==> config.mk <==
export PLATFORM = sky130hd
export DESIGN_NAME = isbn13_hyphenated_validator_unit
export DESIGN_NICKNAME = d
export VERILOG_FILES = /design/src/isbnv_pkg.sv /design/src/isbn13_hyphenated_validator_unit.sv /design/src/isbnv_input_reg.sv /design/src/isbnv_scan_core.sv
export SDC_FILE = /design/constraint.sdc
export NUM_CORES = 1
export LEC_CHECK = 0
export CAP_MARGIN = 40
export CORE_ASPECT_RATIO = 1.75
export CORE_MARGIN = 5
export CORE_UTILIZATION = 60
export CTS_BUF_LIST = sky130_fd_sc_hd__clkbuf_4 sky130_fd_sc_hd__clkbuf_8 sky130_fd_sc_hd__clkbuf_16
export CTS_CLUSTER_SIZE = 24
export DETAILED_ROUTE_END_ITERATION = 8
export DONT_BUFFER_PORTS = 1
export PLACE_DENSITY_LB_ADDON = 0.12
export SKIP_LAST_GASP = 1
export SLEW_MARGIN = 30
export SYNTH_ARGS = -nofsm -noshare
export SYNTH_HDL_FRONTEND = slang
export SYNTH_HIERARCHICAL = 1
export SYNTH_SLANG_ARGS = --single-unit
==> constraint.sdc <==
create_clock -name clock -period 5.1 [get_ports clock]
set_clock_uncertainty 0.15 [all_clocks]
set_input_delay 0.51 -clock clock [delete_from_list [all_inputs] [get_ports clock]]
set_output_delay 0.51 -clock clock [all_outputs]
set_load 0.03 [all_outputs]
==> src/isbnv_pkg.sv <==
// Package with the shared types, constants and check functions of the ISBN-13 validator.
`timescale 1ns / 1ps

package isbnv_pkg;

   localparam int CHAR_W  = 8;
   localparam int POS_W   = 5;
   localparam int HYPH_W  = 3;
   localparam int GROUP_W = 3;
   localparam int VALUE_W = 24;
   localparam int WIDE_W  = 27;
   localparam int SUM_W   = 4;
   localparam int DIGIT_W = 4;

   localparam logic [POS_W-1:0]   PREFIX_LEN = 5'd5;
   localparam logic [POS_W-1:0]   TEXT_LEN   = 5'd22;
   localparam logic [POS_W-1:0]   POS_SAT    = 5'd23;
   localparam logic [HYPH_W-1:0]  HYPH_SAT   = 3'd7;
   localparam logic [HYPH_W-1:0]  HYPH_NEED  = 3'd4;
   localparam logic [GROUP_W-1:0] GROUP_LAST = 3'd4;
   localparam logic [VALUE_W-1:0] GROUP_SAT  = 24'd10000000;
   localparam logic [VALUE_W-1:0] EAN_978    = 24'd978;
   localparam logic [VALUE_W-1:0] EAN_979    = 24'd979;

   localparam logic [GROUP_W-1:0] GRP_EAN        = 3'd0;
   localparam logic [GROUP_W-1:0] GRP_REGION     = 3'd1;
   localparam logic [GROUP_W-1:0] GRP_REGISTRANT = 3'd2;

   localparam logic [CHAR_W-1:0] CHAR_HYPHEN = 8'h2D;
   localparam logic [CHAR_W-1:0] CHAR_ZERO   = 8'h30;
   localparam logic [CHAR_W-1:0] CHAR_NINE   = 8'h39;

   typedef struct packed {
      logic [CHAR_W-1:0] char_code;
      logic              last_char;
   } beat_type;

   function automatic logic [CHAR_W-1:0] prefix_byte(input logic [2:0] idx);
      logic [CHAR_W-1:0] b;
      unique case (idx)
         3'd0:    b = 8'h49;  // I
         3'd1:    b = 8'h53;  // S
         3'd2:    b = 8'h42;  // B
         3'd3:    b = 8'h4E;  // N
         3'd4:    b = 8'h20;  // space
         default: b = 8'h00;
      endcase
      return b;
   endfunction

   function automatic logic in_region(input logic [VALUE_W-1:0] v);
      return (v <= 24'd7) || (v >= 24'd80 && v <= 24'd94) ||
             (v >= 24'd600 && v <= 24'd649) || (v >= 24'd950 && v <= 24'd989) ||
             (v >= 24'd9900 && v <= 24'd9989) || (v >= 24'd99900 && v <= 24'd9999999);
   endfunction

   function automatic logic in_registrant(input logic [VALUE_W-1:0] v);
      return (v <= 24'd19) || (v >= 24'd200 && v <= 24'd699) ||
             (v >= 24'd7000 && v <= 24'd8499) || (v >= 24'd85000 && v <= 24'd89999) ||
             (v >= 24'd900000 && v <= 24'd949999) ||
             (v >= 24'd9500000 && v <= 24'd9999999);
   endfunction

   // The running sum plus one weighted digit never exceeds 36.
   function automatic logic [SUM_W-1:0] mod_ten(input logic [5:0] s);
      logic [5:0] r;
      priority if (s >= 6'd30) r = s - 6'd30;
      else if (s >= 6'd20)     r = s - 6'd20;
      else if (s >= 6'd10)     r = s - 6'd10;
      else                     r = s;
      return r[SUM_W-1:0];
   endfunction

endpackage

==> src/isbn13_hyphenated_validator_unit.sv <==
// Top level of the hyphenated ISBN-13 validator: input register, scan core, result register.
// A last character passes the input register and then the result register, and it waits
// in the input register while an earlier result beat is stalled at the output.
// Throughput: one character per cycle, unless a last character waits on the output.
// A result beat stalled at the output blocks a beat that ends a text and the requests behind it.
// Reset is synchronous, active high, clears both handshake registers and the scan
// state, so the next character accepted is the first of a new text.
`timescale 1ns / 1ps

module isbn13_hyphenated_validator_unit (
   input  logic       clock,
   input  logic       reset,
   input  logic       req_valid,
   output logic       req_stall,
   input  logic [7:0] req_char_code,
   input  logic       req_last_char,
   output logic       rsp_valid,
   input  logic       rsp_stall,
   output logic       rsp_is_valid
);

   logic                 beat_valid;
   isbnv_pkg::beat_type  beat;
   logic                 advance;
   logic                 ok;
   logic                 result_fire;
   logic                 rsp_valid_ff, rsp_valid_in;
   logic                 rsp_is_valid_ff, rsp_is_valid_in;

   // A beat without a result never waits on the output side.
   assign advance     = beat_valid && (!beat.last_char || !rsp_valid_ff || !rsp_stall);
   assign result_fire = advance && beat.last_char;

   isbnv_input_reg u_input_reg (
      .clock         (clock),
      .reset         (reset),
      .req_valid     (req_valid),
      .req_stall     (req_stall),
      .req_char_code (req_char_code),
      .req_last_char (req_last_char),
      .advance       (advance),
      .beat_valid    (beat_valid),
      .beat          (beat)
   );

   isbnv_scan_core u_scan_core (
      .clock   (clock),
      .reset   (reset),
      .advance (advance),
      .beat    (beat),
      .ok      (ok)
   );

   always_comb begin
      rsp_is_valid_in = result_fire ? ok : rsp_is_valid_ff;
      if (result_fire) begin
         rsp_valid_in = 1'b1;
      end else if (rsp_stall) begin
         rsp_valid_in = rsp_valid_ff;
      end else begin
         rsp_valid_in = 1'b0;
      end
   end

   always_ff @(posedge clock) begin
      if (reset) begin
         rsp_valid_ff <= 1'b0;
      end else begin
         rsp_valid_ff <= rsp_valid_in;
      end
      rsp_is_valid_ff <= rsp_is_valid_in;
   end

   assign rsp_valid    = rsp_valid_ff;
   assign rsp_is_valid = rsp_is_valid_ff;

   a_fire_slot_free: assert property (@(posedge clock) disable iff (reset)
      result_fire |-> !rsp_valid_ff || !rsp_stall)
      else $error("result beat overwritten while stalled");

   a_stall_only_full: assert property (@(posedge clock) disable iff (reset)
      req_stall |-> beat_valid && beat.last_char && rsp_valid_ff && rsp_stall)
      else $error("request stalled without a blocked result");

   a_result_from_last: assert property (@(posedge clock) disable iff (reset)
      $rose(rsp_valid_ff) |-> $past(result_fire))
      else $error("result beat without a last character");

endmodule

==> src/isbnv_input_reg.sv <==
// Input register that holds one request beat until the scan core takes it.
`timescale 1ns / 1ps

module isbnv_input_reg (
   input  logic                    clock,
   input  logic                    reset,
   input  logic                    req_valid,
   output logic                    req_stall,
   input  logic [7:0]              req_char_code,
   input  logic                    req_last_char,
   input  logic                    advance,
   output logic                    beat_valid,
   output isbnv_pkg::beat_type     beat
);

   logic                 valid_ff, valid_in;
   isbnv_pkg::beat_type  beat_ff, beat_in;
   logic                 load;

   assign req_stall = valid_ff && !advance;
   assign load      = req_valid && !req_stall;

   always_comb begin
      beat_in = beat_ff;
      if (load) begin
         beat_in.char_code = req_char_code;
         beat_in.last_char = req_last_char;
      end
      if (load) begin
         valid_in = 1'b1;
      end else if (advance) begin
         valid_in = 1'b0;
      end else begin
         valid_in = valid_ff;
      end
   end

   always_ff @(posedge clock) begin
      if (reset) begin
         valid_ff <= 1'b0;
      end else begin
         valid_ff <= valid_in;
      end
      beat_ff <= beat_in;
   end

   assign beat_valid = valid_ff;
   assign beat       = beat_ff;

endmodule

==> src/isbnv_scan_core.sv <==
// Running scan state of one text and the validity check at its last character.
`timescale 1ns / 1ps

module isbnv_scan_core (
   input  logic                 clock,
   input  logic                 reset,
   input  logic                 advance,
   input  isbnv_pkg::beat_type  beat,
   output logic                 ok
);

   logic [isbnv_pkg::POS_W-1:0]   pos_ff, pos_in;
   logic                          prefix_ff, prefix_in;
   logic [isbnv_pkg::HYPH_W-1:0]  hyph_ff, hyph_in;
   logic                          digits_ff, digits_in;
   logic [isbnv_pkg::GROUP_W-1:0] group_ff, group_in;
   logic [isbnv_pkg::VALUE_W-1:0] value_ff, value_in;
   logic                          ean_ff, ean_in;
   logic                          region_ff, region_in;
   logic                          regst_ff, regst_in;
   logic                          odd_ff, odd_in;
   logic [isbnv_pkg::SUM_W-1:0]   sum_ff, sum_in;

   logic [isbnv_pkg::DIGIT_W-1:0] digit;
   logic [isbnv_pkg::WIDE_W-1:0]  value_next;
   logic [5:0]                    weighted;
   logic [isbnv_pkg::SUM_W-1:0]   key;
   logic                          is_digit;

   // Digits are 0x30 to 0x39, so the low nibble is the digit value.
   assign digit      = beat.char_code[isbnv_pkg::DIGIT_W-1:0];
   assign is_digit   = beat.char_code >= isbnv_pkg::CHAR_ZERO &&
                       beat.char_code <= isbnv_pkg::CHAR_NINE;
   assign value_next = isbnv_pkg::WIDE_W'(value_ff) * isbnv_pkg::WIDE_W'(10) +
                       isbnv_pkg::WIDE_W'(digit);
   assign weighted   = odd_ff ? 6'(digit) * 6'd3 : 6'(digit);

   always_comb begin
      pos_in    = pos_ff;
      prefix_in = prefix_ff;
      hyph_in   = hyph_ff;
      digits_in = digits_ff;
      group_in  = group_ff;
      value_in  = value_ff;
      ean_in    = ean_ff;
      region_in = region_ff;
      regst_in  = regst_ff;
      odd_in    = odd_ff;
      sum_in    = sum_ff;

      priority if (pos_ff < isbnv_pkg::PREFIX_LEN) begin
         if (beat.char_code != isbnv_pkg::prefix_byte(pos_ff[2:0])) prefix_in = 1'b0;
      end else if (beat.char_code == isbnv_pkg::CHAR_HYPHEN) begin
         if (hyph_ff < isbnv_pkg::HYPH_SAT) hyph_in = hyph_ff + 3'd1;
         unique case (group_ff)
            isbnv_pkg::GRP_EAN:
               ean_in = value_ff == isbnv_pkg::EAN_978 || value_ff == isbnv_pkg::EAN_979;
            isbnv_pkg::GRP_REGION:     region_in = isbnv_pkg::in_region(value_ff);
            isbnv_pkg::GRP_REGISTRANT: regst_in  = isbnv_pkg::in_registrant(value_ff);
            default: ;
         endcase
         if (group_ff < isbnv_pkg::GROUP_LAST) group_in = group_ff + 3'd1;
         value_in = '0;
      end else if (is_digit) begin
         if (value_ff >= isbnv_pkg::GROUP_SAT ||
             value_next > isbnv_pkg::WIDE_W'(isbnv_pkg::GROUP_SAT)) begin
            value_in = isbnv_pkg::GROUP_SAT;
         end else begin
            value_in = value_next[isbnv_pkg::VALUE_W-1:0];
         end
         // Digits of the check group do not enter the weighted sum.
         if (group_ff < isbnv_pkg::GROUP_LAST) begin
            sum_in = isbnv_pkg::mod_ten(6'(sum_ff) + weighted);
            odd_in = !odd_ff;
         end
      end else begin
         digits_in = 1'b0;
      end

      if (pos_ff < isbnv_pkg::POS_SAT) pos_in = pos_ff + 5'd1;

      key = (sum_in == '0) ? '0 : 4'd10 - sum_in;
      ok  = pos_in == isbnv_pkg::TEXT_LEN && prefix_in && digits_in &&
            hyph_in == isbnv_pkg::HYPH_NEED && ean_in && region_in && regst_in &&
            value_in == isbnv_pkg::VALUE_W'(key);
   end

   // State returns to its start values after the last character of each text.
   always_ff @(posedge clock) begin
      if (reset || (advance && beat.last_char)) begin
         pos_ff    <= '0;
         prefix_ff <= 1'b1;
         hyph_ff   <= '0;
         digits_ff <= 1'b1;
         group_ff  <= '0;
         value_ff  <= '0;
         ean_ff    <= 1'b0;
         region_ff <= 1'b0;
         regst_ff  <= 1'b0;
         odd_ff    <= 1'b0;
         sum_ff    <= '0;
      end else if (advance) begin
         pos_ff    <= pos_in;
         prefix_ff <= prefix_in;
         hyph_ff   <= hyph_in;
         digits_ff <= digits_in;
         group_ff  <= group_in;
         value_ff  <= value_in;
         ean_ff    <= ean_in;
         region_ff <= region_in;
         regst_ff  <= regst_in;
         odd_ff    <= odd_in;
         sum_ff    <= sum_in;
      end
   end

   a_pos_bound: assert property (@(posedge clock) disable iff (reset)
      pos_ff <= isbnv_pkg::POS_SAT)
      else $error("character position beyond saturation");

   a_value_bound: assert property (@(posedge clock) disable iff (reset)
      value_ff <= isbnv_pkg::GROUP_SAT)
      else $error("group value beyond saturation");

   a_text_restart: assert property (@(posedge clock) disable iff (reset)
      advance && beat.last_char |=> pos_ff == '0 && sum_ff == '0 && prefix_ff)
      else $error("scan state not cleared after last character");

   a_no_prefix_sum: assert property (@(posedge clock) disable iff (reset)
      pos_ff <= isbnv_pkg::PREFIX_LEN |-> sum_ff == '0 && hyph_ff == '0)
      else $error("prefix characters changed group state");

endmodule
# Word-level counts from Yosys, hierarchy flattened

Index checks and enable logic that the tools add are counted.

Bits in registers: 57
Input port bits: 13
Output and inout port bits: 3
Word-level logic and storage cells: 161

Add/sub/neg operators: 9
Multiply operators: 2
Order comparisons: 32
Equal/unequal tests: 14
Mux-type cells: 37
Bitwise logic cells: 2
Reduce and logical (&&, ||, !) cells: 49

Operators with widths:

| cell                                                                                   | number |
|---|---|
| 24-bit 2-to-1 mux                                                                      | 4 |
| 24-bit by 10-bit <= comparator with 1-bit output (second input constant)               | 3 |
| 24-bit by 10-bit == test with 1-bit output (second input constant)                     | 2 |
| 24-bit by 10-bit greater-or-equal comparator with 1-bit output (second input constant) | 2 |
| 24-bit by 17-bit greater-or-equal comparator with 1-bit output (second input constant) | 2 |
| 24-bit greater-or-equal comparator (second input constant)                             | 2 |
| 24-bit by 14-bit <= comparator with 1-bit output (second input constant)               | 2 |
| 7-bit case mux with 5 select lines                                                     | 1 |
| 4-bit 2-to-1 mux                                                                       | 8 |
| 27-bit by 4-bit adder with 27-bit output                                               | 1 |
| 27-bit by 24-bit > comparator with 1-bit output (second input constant)                | 1 |
| 24-bit by 3-bit multiplier with 26-bit output (second input constant)                  | 1 |
| 24-bit by 4-bit == test with 1-bit output                                              | 1 |
| 24-bit by 13-bit greater-or-equal comparator with 1-bit output (second input constant) | 1 |
| 24-bit by 14-bit greater-or-equal comparator with 1-bit output (second input constant) | 1 |
| 24-bit by 20-bit greater-or-equal comparator with 1-bit output (second input constant) | 1 |
| 24-bit by 7-bit greater-or-equal comparator with 1-bit output (second input constant)  | 1 |
| 24-bit by 8-bit greater-or-equal comparator with 1-bit output (second input constant)  | 1 |
| 24-bit by 17-bit <= comparator with 1-bit output (second input constant)               | 1 |
| 24-bit by 20-bit <= comparator with 1-bit output (second input constant)               | 1 |
| 24-bit <= comparator (second input constant)                                           | 1 |
| 24-bit by 3-bit <= comparator with 1-bit output (second input constant)                | 1 |
| 24-bit by 5-bit <= comparator with 1-bit output (second input constant)                | 1 |
| 24-bit by 7-bit <= comparator with 1-bit output (second input constant)                | 1 |
| 35 further kinds                                                                       | 104 |

# Depth between registers and ports, before layout

Word-level depth: 15
Mapped depth: 21
Depth with buffers taken out: 21

# Modules after synthesis

The synthesis kept the hierarchy.

Modules (own cells, without submodules):

| module                           | instances | cells an instance | area an instance (µm²) | seq. area each (µm²) |
|---|---|---|---|---|
| isbnv_scan_core                  | 1         | 856               | 6,279.8                | 900.9 |
| isbnv_input_reg                  | 1         | 13                | 320.3                  | 290.3 |
| isbn13_hyphenated_validator_unit | 1         | 8                 | 81.3                   | 50.0 |

# Worst setup path after synthesis

No wires, ideal clock.

Path kind: register -> register
Start point: register u_scan_core/value_ff[1] in the netlist's numbering
End point: register rsp_is_valid_ff, in the netlist rsp_is_valid (data pin)
Setup time: 133 ps
Data arrival time: 4,909 ps
Data required time: 4,817 ps
Path slack: -93 ps
Stages on the path, launching flop included: 18
Buffers on the path: 0
Path through: dfxtp_1 > ha_1 > ha_1 > fa_1 > a21o_1 > a221oi_2 > xnor2_1 > nand4b_1 > nor4b_1 > nor3_1 > or4_1 > a32o_1 > a21oi_2 > o221ai_2 > nor3_1 > mux2_2 > nor3_1 > o221a_1

Cells in the longest elaborated chain, start to end: 13
Elaborated cells between the ends (all ways): 67
Those cells by class: 1 x add/sub; 1 x mul; 23 x order compare; 3 x eq/ne; 13 x mux; 26 x reduce/logical

RTL lines:

| element                                                                                           | RTL line                               | text |
|---|---|---|
| from (decl)                                                                                       | isbnv_scan_core.sv:17                  | `logic [isbnv_pkg::VALUE_W-1:0] value_ff, value_in;` |
| from (signal assigned)                                                                            | isbnv_scan_core.sv:108                 | `value_ff <= value_in;` |
| parallel branches: the longest is 12 deep, another holds 27-bit by 4-bit adder with 27-bit output | -                                      |  |
| 1-bit logical AND (*)                                                                             | isbnv_scan_core.sv:84                  | `hyph_in == isbnv_pkg::HYPH_NEED && ean_in && region_in && regst_in &&` |
| via ok                                                                                            | isbn13_hyphenated_validator_unit.sv:25 | `logic ok;` |
| to (signal assigned)                                                                              | isbn13_hyphenated_validator_unit.sv:71 | `rsp_is_valid_ff <= rsp_is_valid_in;` |
| to (decl)                                                                                         | isbn13_hyphenated_validator_unit.sv:28 | `logic rsp_is_valid_ff, rsp_is_valid_in;` |

Mark *: on every way through the listed nets, which the timed path passes.
A chain may end at the register's enable or synchronous reset.

# Worst setup path in the final report

Start point: register u_scan_core/value_ff[3] in the netlist's numbering
End point: register rsp_is_valid_ff, in the netlist rsp_is_valid (data pin)

The elaborated chain is that of the path after synthesis.

==> results.toml <==
[cts]
cts_tree = "yes"
insertion_delay_ns = 0.33
cts_buffer_depth = 2
tritoncts.num_buffers = 9
cts_hold_buf = 0
clk_pin_slew_ns = 0.05
root_buffer = "clkbuf_16"
cts.sinks = 57
htree_levels = 3

[placement]
dp_hpwl_mm = 16.3
gp_congestion = 1.01
dp_slack_ns = -0.0933
port_buffers = 0

[yosys]
synth_top_area_share_pct = 14.2
synth_cell_type_count = 85
synth_edf_count = 10
yosys-top-cells-count = "nor2_1 (85), nand2_1 (80), ha_1 (76), a21oi_1 (69), o21ai_0 (49)"
synth_top_cell_by_area = "ha_1"
synth_xor_area_share_pct = 7.08
syn_area_sq_um = 6680
synth_mux_area_share_pct = 1.99
yosysSeqAreaShare_pct = 18.6
synth_most_common_cell = "nor2_1"
synth_cells = 877
synth_compound_area_share_pct = 26.4
synth_adder_area_share_pct = 15.4
syn-num-nets = 970
synth_simple_gate_area_share_pct = 26.5
ys_warn_count = 6
synth_flop_cell = "dfxtp_1"
async_reset_ff_share_pct = 0
synth_area_leaders = "ha_1 (14%), dfxtp_1 (14%), a21oi_1 (5.2%)"
ys_seq_elements = 57
synth_top_family_by_area = "simple AND/OR/NAND/NOR gates"
syn_avg_cell_area_sq_um = 7.62

[grt]
grt_pass1_wl_mm = 33.5
antenna_found_initial = 0
grt_pass1_vias = 7304
grt_max_degree = 46
grt_remaining_overflow = 0
grt_usage_pct = 29.9

[flow_run]
maxCapViolations = 0

[worst_setup_path]
cp.required_ns = 5.15
slowest_delay_ns = 0.49
critical_path_class = "reg2reg"
crit_buf_inv = 2
worst_setup_path_start_kind = "register"
crit_family = "compound AO/OA/AOI/OAI gates"
crit_chain = "ha_4, ha_4, fa_2, a21o_1, a221oi_4, buf_4, nor4b_2, a311o_1, or4_1, a31oi_1, o32ai_2, a32o_2, a21oi_4, o221ai_4, buf_6, o41ai_2, nand4_1, nor3_2, o221a_1"
worst_setup_path_end_kind = "register"
path_max_fanout = 6
cp_data_arrival_time_ns = 5.16
slowest_stage = "or4_1"
crit_top_cell = "ha_4"

[floorplan]
core_sq_um = 11000
start_util_pct = 60.5
die-area_sq_um = 13400
rows = 51
fp.dieW_um = 89.8
ioPinCount = 16
die_h_um = 150

[drt]
viasPerCell = 6.61
drt_iter0_drc = 540
drcViolationCount = 0
drt_pass1_iterations = 6
wl_mm = 21.0
postRouteAntennaNets = 0
post_drt_wl_per_cell_um = 19.3
vias = 7189

[timing]
postLayoutSetupSlackWorst_ns = -0.0124
hold_viol = 0
setup_viol = 1
worst_pin_slew_ns = 0.823
max_freq_mhz = 196
min_period_over_period_pct = 100
slew_violations = 0
hold_ws_ns = 0.0838
rsz0062_at_grt = "true"
min_period_ns = 5.11
slew_headroom_pct = 44.7

[layout]
syn_to_final_growth_pct = 20.0
register_area_sq_um = 1250
nNetsFinal = 1044
multi_input_area_sq_um = 5360
n_antenna_cell = 0
fillCellCount = 897
drive_above_1_share_pct = 17.2

[hold_path]
worstHoldPathType = "in2reg"

[run_status]
violations = "negative setup slack"
status = "complete, but fails checks"

[power]
p_per_area_nw_per_um2 = 170
ir_drop_v = 0.000236
p_leak_nw = 3.49
## worst paths after layout
check | start | endpoint | slack [ns] | depth (start not counted)
worst max register to register | u_scan_core/value_ff[3] | rsp_is_valid | -0.01 | 19
worst min-delay path | reset | rsp_valid | 0.08 | 1
worst max-delay path | u_scan_core/value_ff[3] | rsp_is_valid | -0.01 | 19
worst min register to register | u_scan_core/digits_ff | u_scan_core/digits_ff | 0.33 | 2
## layout make-up
class	count	area share (%)
repair buffers	105	9.88
well taps	132	2.06
inverters	28	1.31
flip-flops and latches	57	15.5
clock buffers	9	2.81
clock inverters	7	1.48
multi-input cells	750	66.9
## through the flow
stage | setup TNS, ns | power (mW) | utilization [%] | cells | instance area [sq um]
3_3_place_gp | 0 | 0.657 | 67.3 | 1062 | 7430
3_5_place_dp | -0.0933 | 0.665 | 67.3 | 1062 | 7430
4_1_cts | 0 | 1.36 | 70.9 | 1079 | 7820
5_1_grt | -0.437 | 1.40 | 72.6 | 1088 | 8020
2_1_floorplan | 0 | 0.610 | - | 877 | 6710
6_report | -0.0124 | 1.36 | 72.6 | 1088 | 8020
## registers in the layout, indices dropped and copies added, names as in the netlist
name / count
u_scan_core/value_ff: 24
u_input_reg/beat: 9
u_scan_core/pos_ff: 5
u_scan_core/sum_ff: 4
u_scan_core/group_ff: 3
u_scan_core/hyph_ff: 3
rsp_is_valid: 1
rsp_valid: 1
u_input_reg/beat_valid: 1
u_scan_core/digits_ff: 1
u_scan_core/ean_ff: 1
u_scan_core/odd_ff: 1
u_scan_core/prefix_ff: 1
u_scan_core/region_ff: 1
u_scan_core/regst_ff: 1
## per-layer routing
layer	global-route usage, %	routed length (um)	vias up
met4	20.7	1540	0
met2	59.7	11400	271
li1	-	-	3430
met1	27.6	7290	3389
met5	0	0	-
met3	3.02	799	99
## placed cells by master, fill, tap and decap left out, drive strengths merged, types with 17 or more instances in the layout
master	instances
a211oi	18
a21o	19
a21oi	72
buf	104
dfxtp	47
ha	76
inv	28
nand2	80
nand3	27
nand4	17
nor2	85
nor3	30
o21ai	50
xnor2	33
xor2	21
## power breakdown
group	internal (mW)	switching, mW
Clock	0.476	0.218
Sequential	0.469	0.0169
Combinational	0.0744	0.106
## worst register-to-register path, stage by stage (launching register included)
cell      delay (ns)
dfxtp_4         0.36
ha_4            0.25
ha_4            0.16
fa_2            0.44
a21o_1          0.25
a221oi_4        0.35
buf_4           0.19
nor4b_2         0.05
a311o_1         0.31
or4_1           0.49
a31oi_1         0.24
o32ai_2         0.11
a32o_2          0.30
a21oi_4         0.15
o221ai_4        0.16
buf_6           0.21
o41ai_2         0.31
nand4_1         0.15
nor3_2          0.16
o221a_1         0.19
## cells by family after synthesis
group,count (synthesis)
adders and majority gates,80
AOI/OAI and AO/OA,261
DFF,57
muxes,13
xor gates and xnor gates,54
buffers and inverters,70
and+or+nand+nor,342
## timing repair
action / in CTS / in global routing
pin swaps: 3 / 19
buffers inserted: 1 / 8
endpoints found under the setup margin: 1 / 2
gates resized for setup: 8 / 23
No activity file was read; power rests on OpenSTA's default activity.
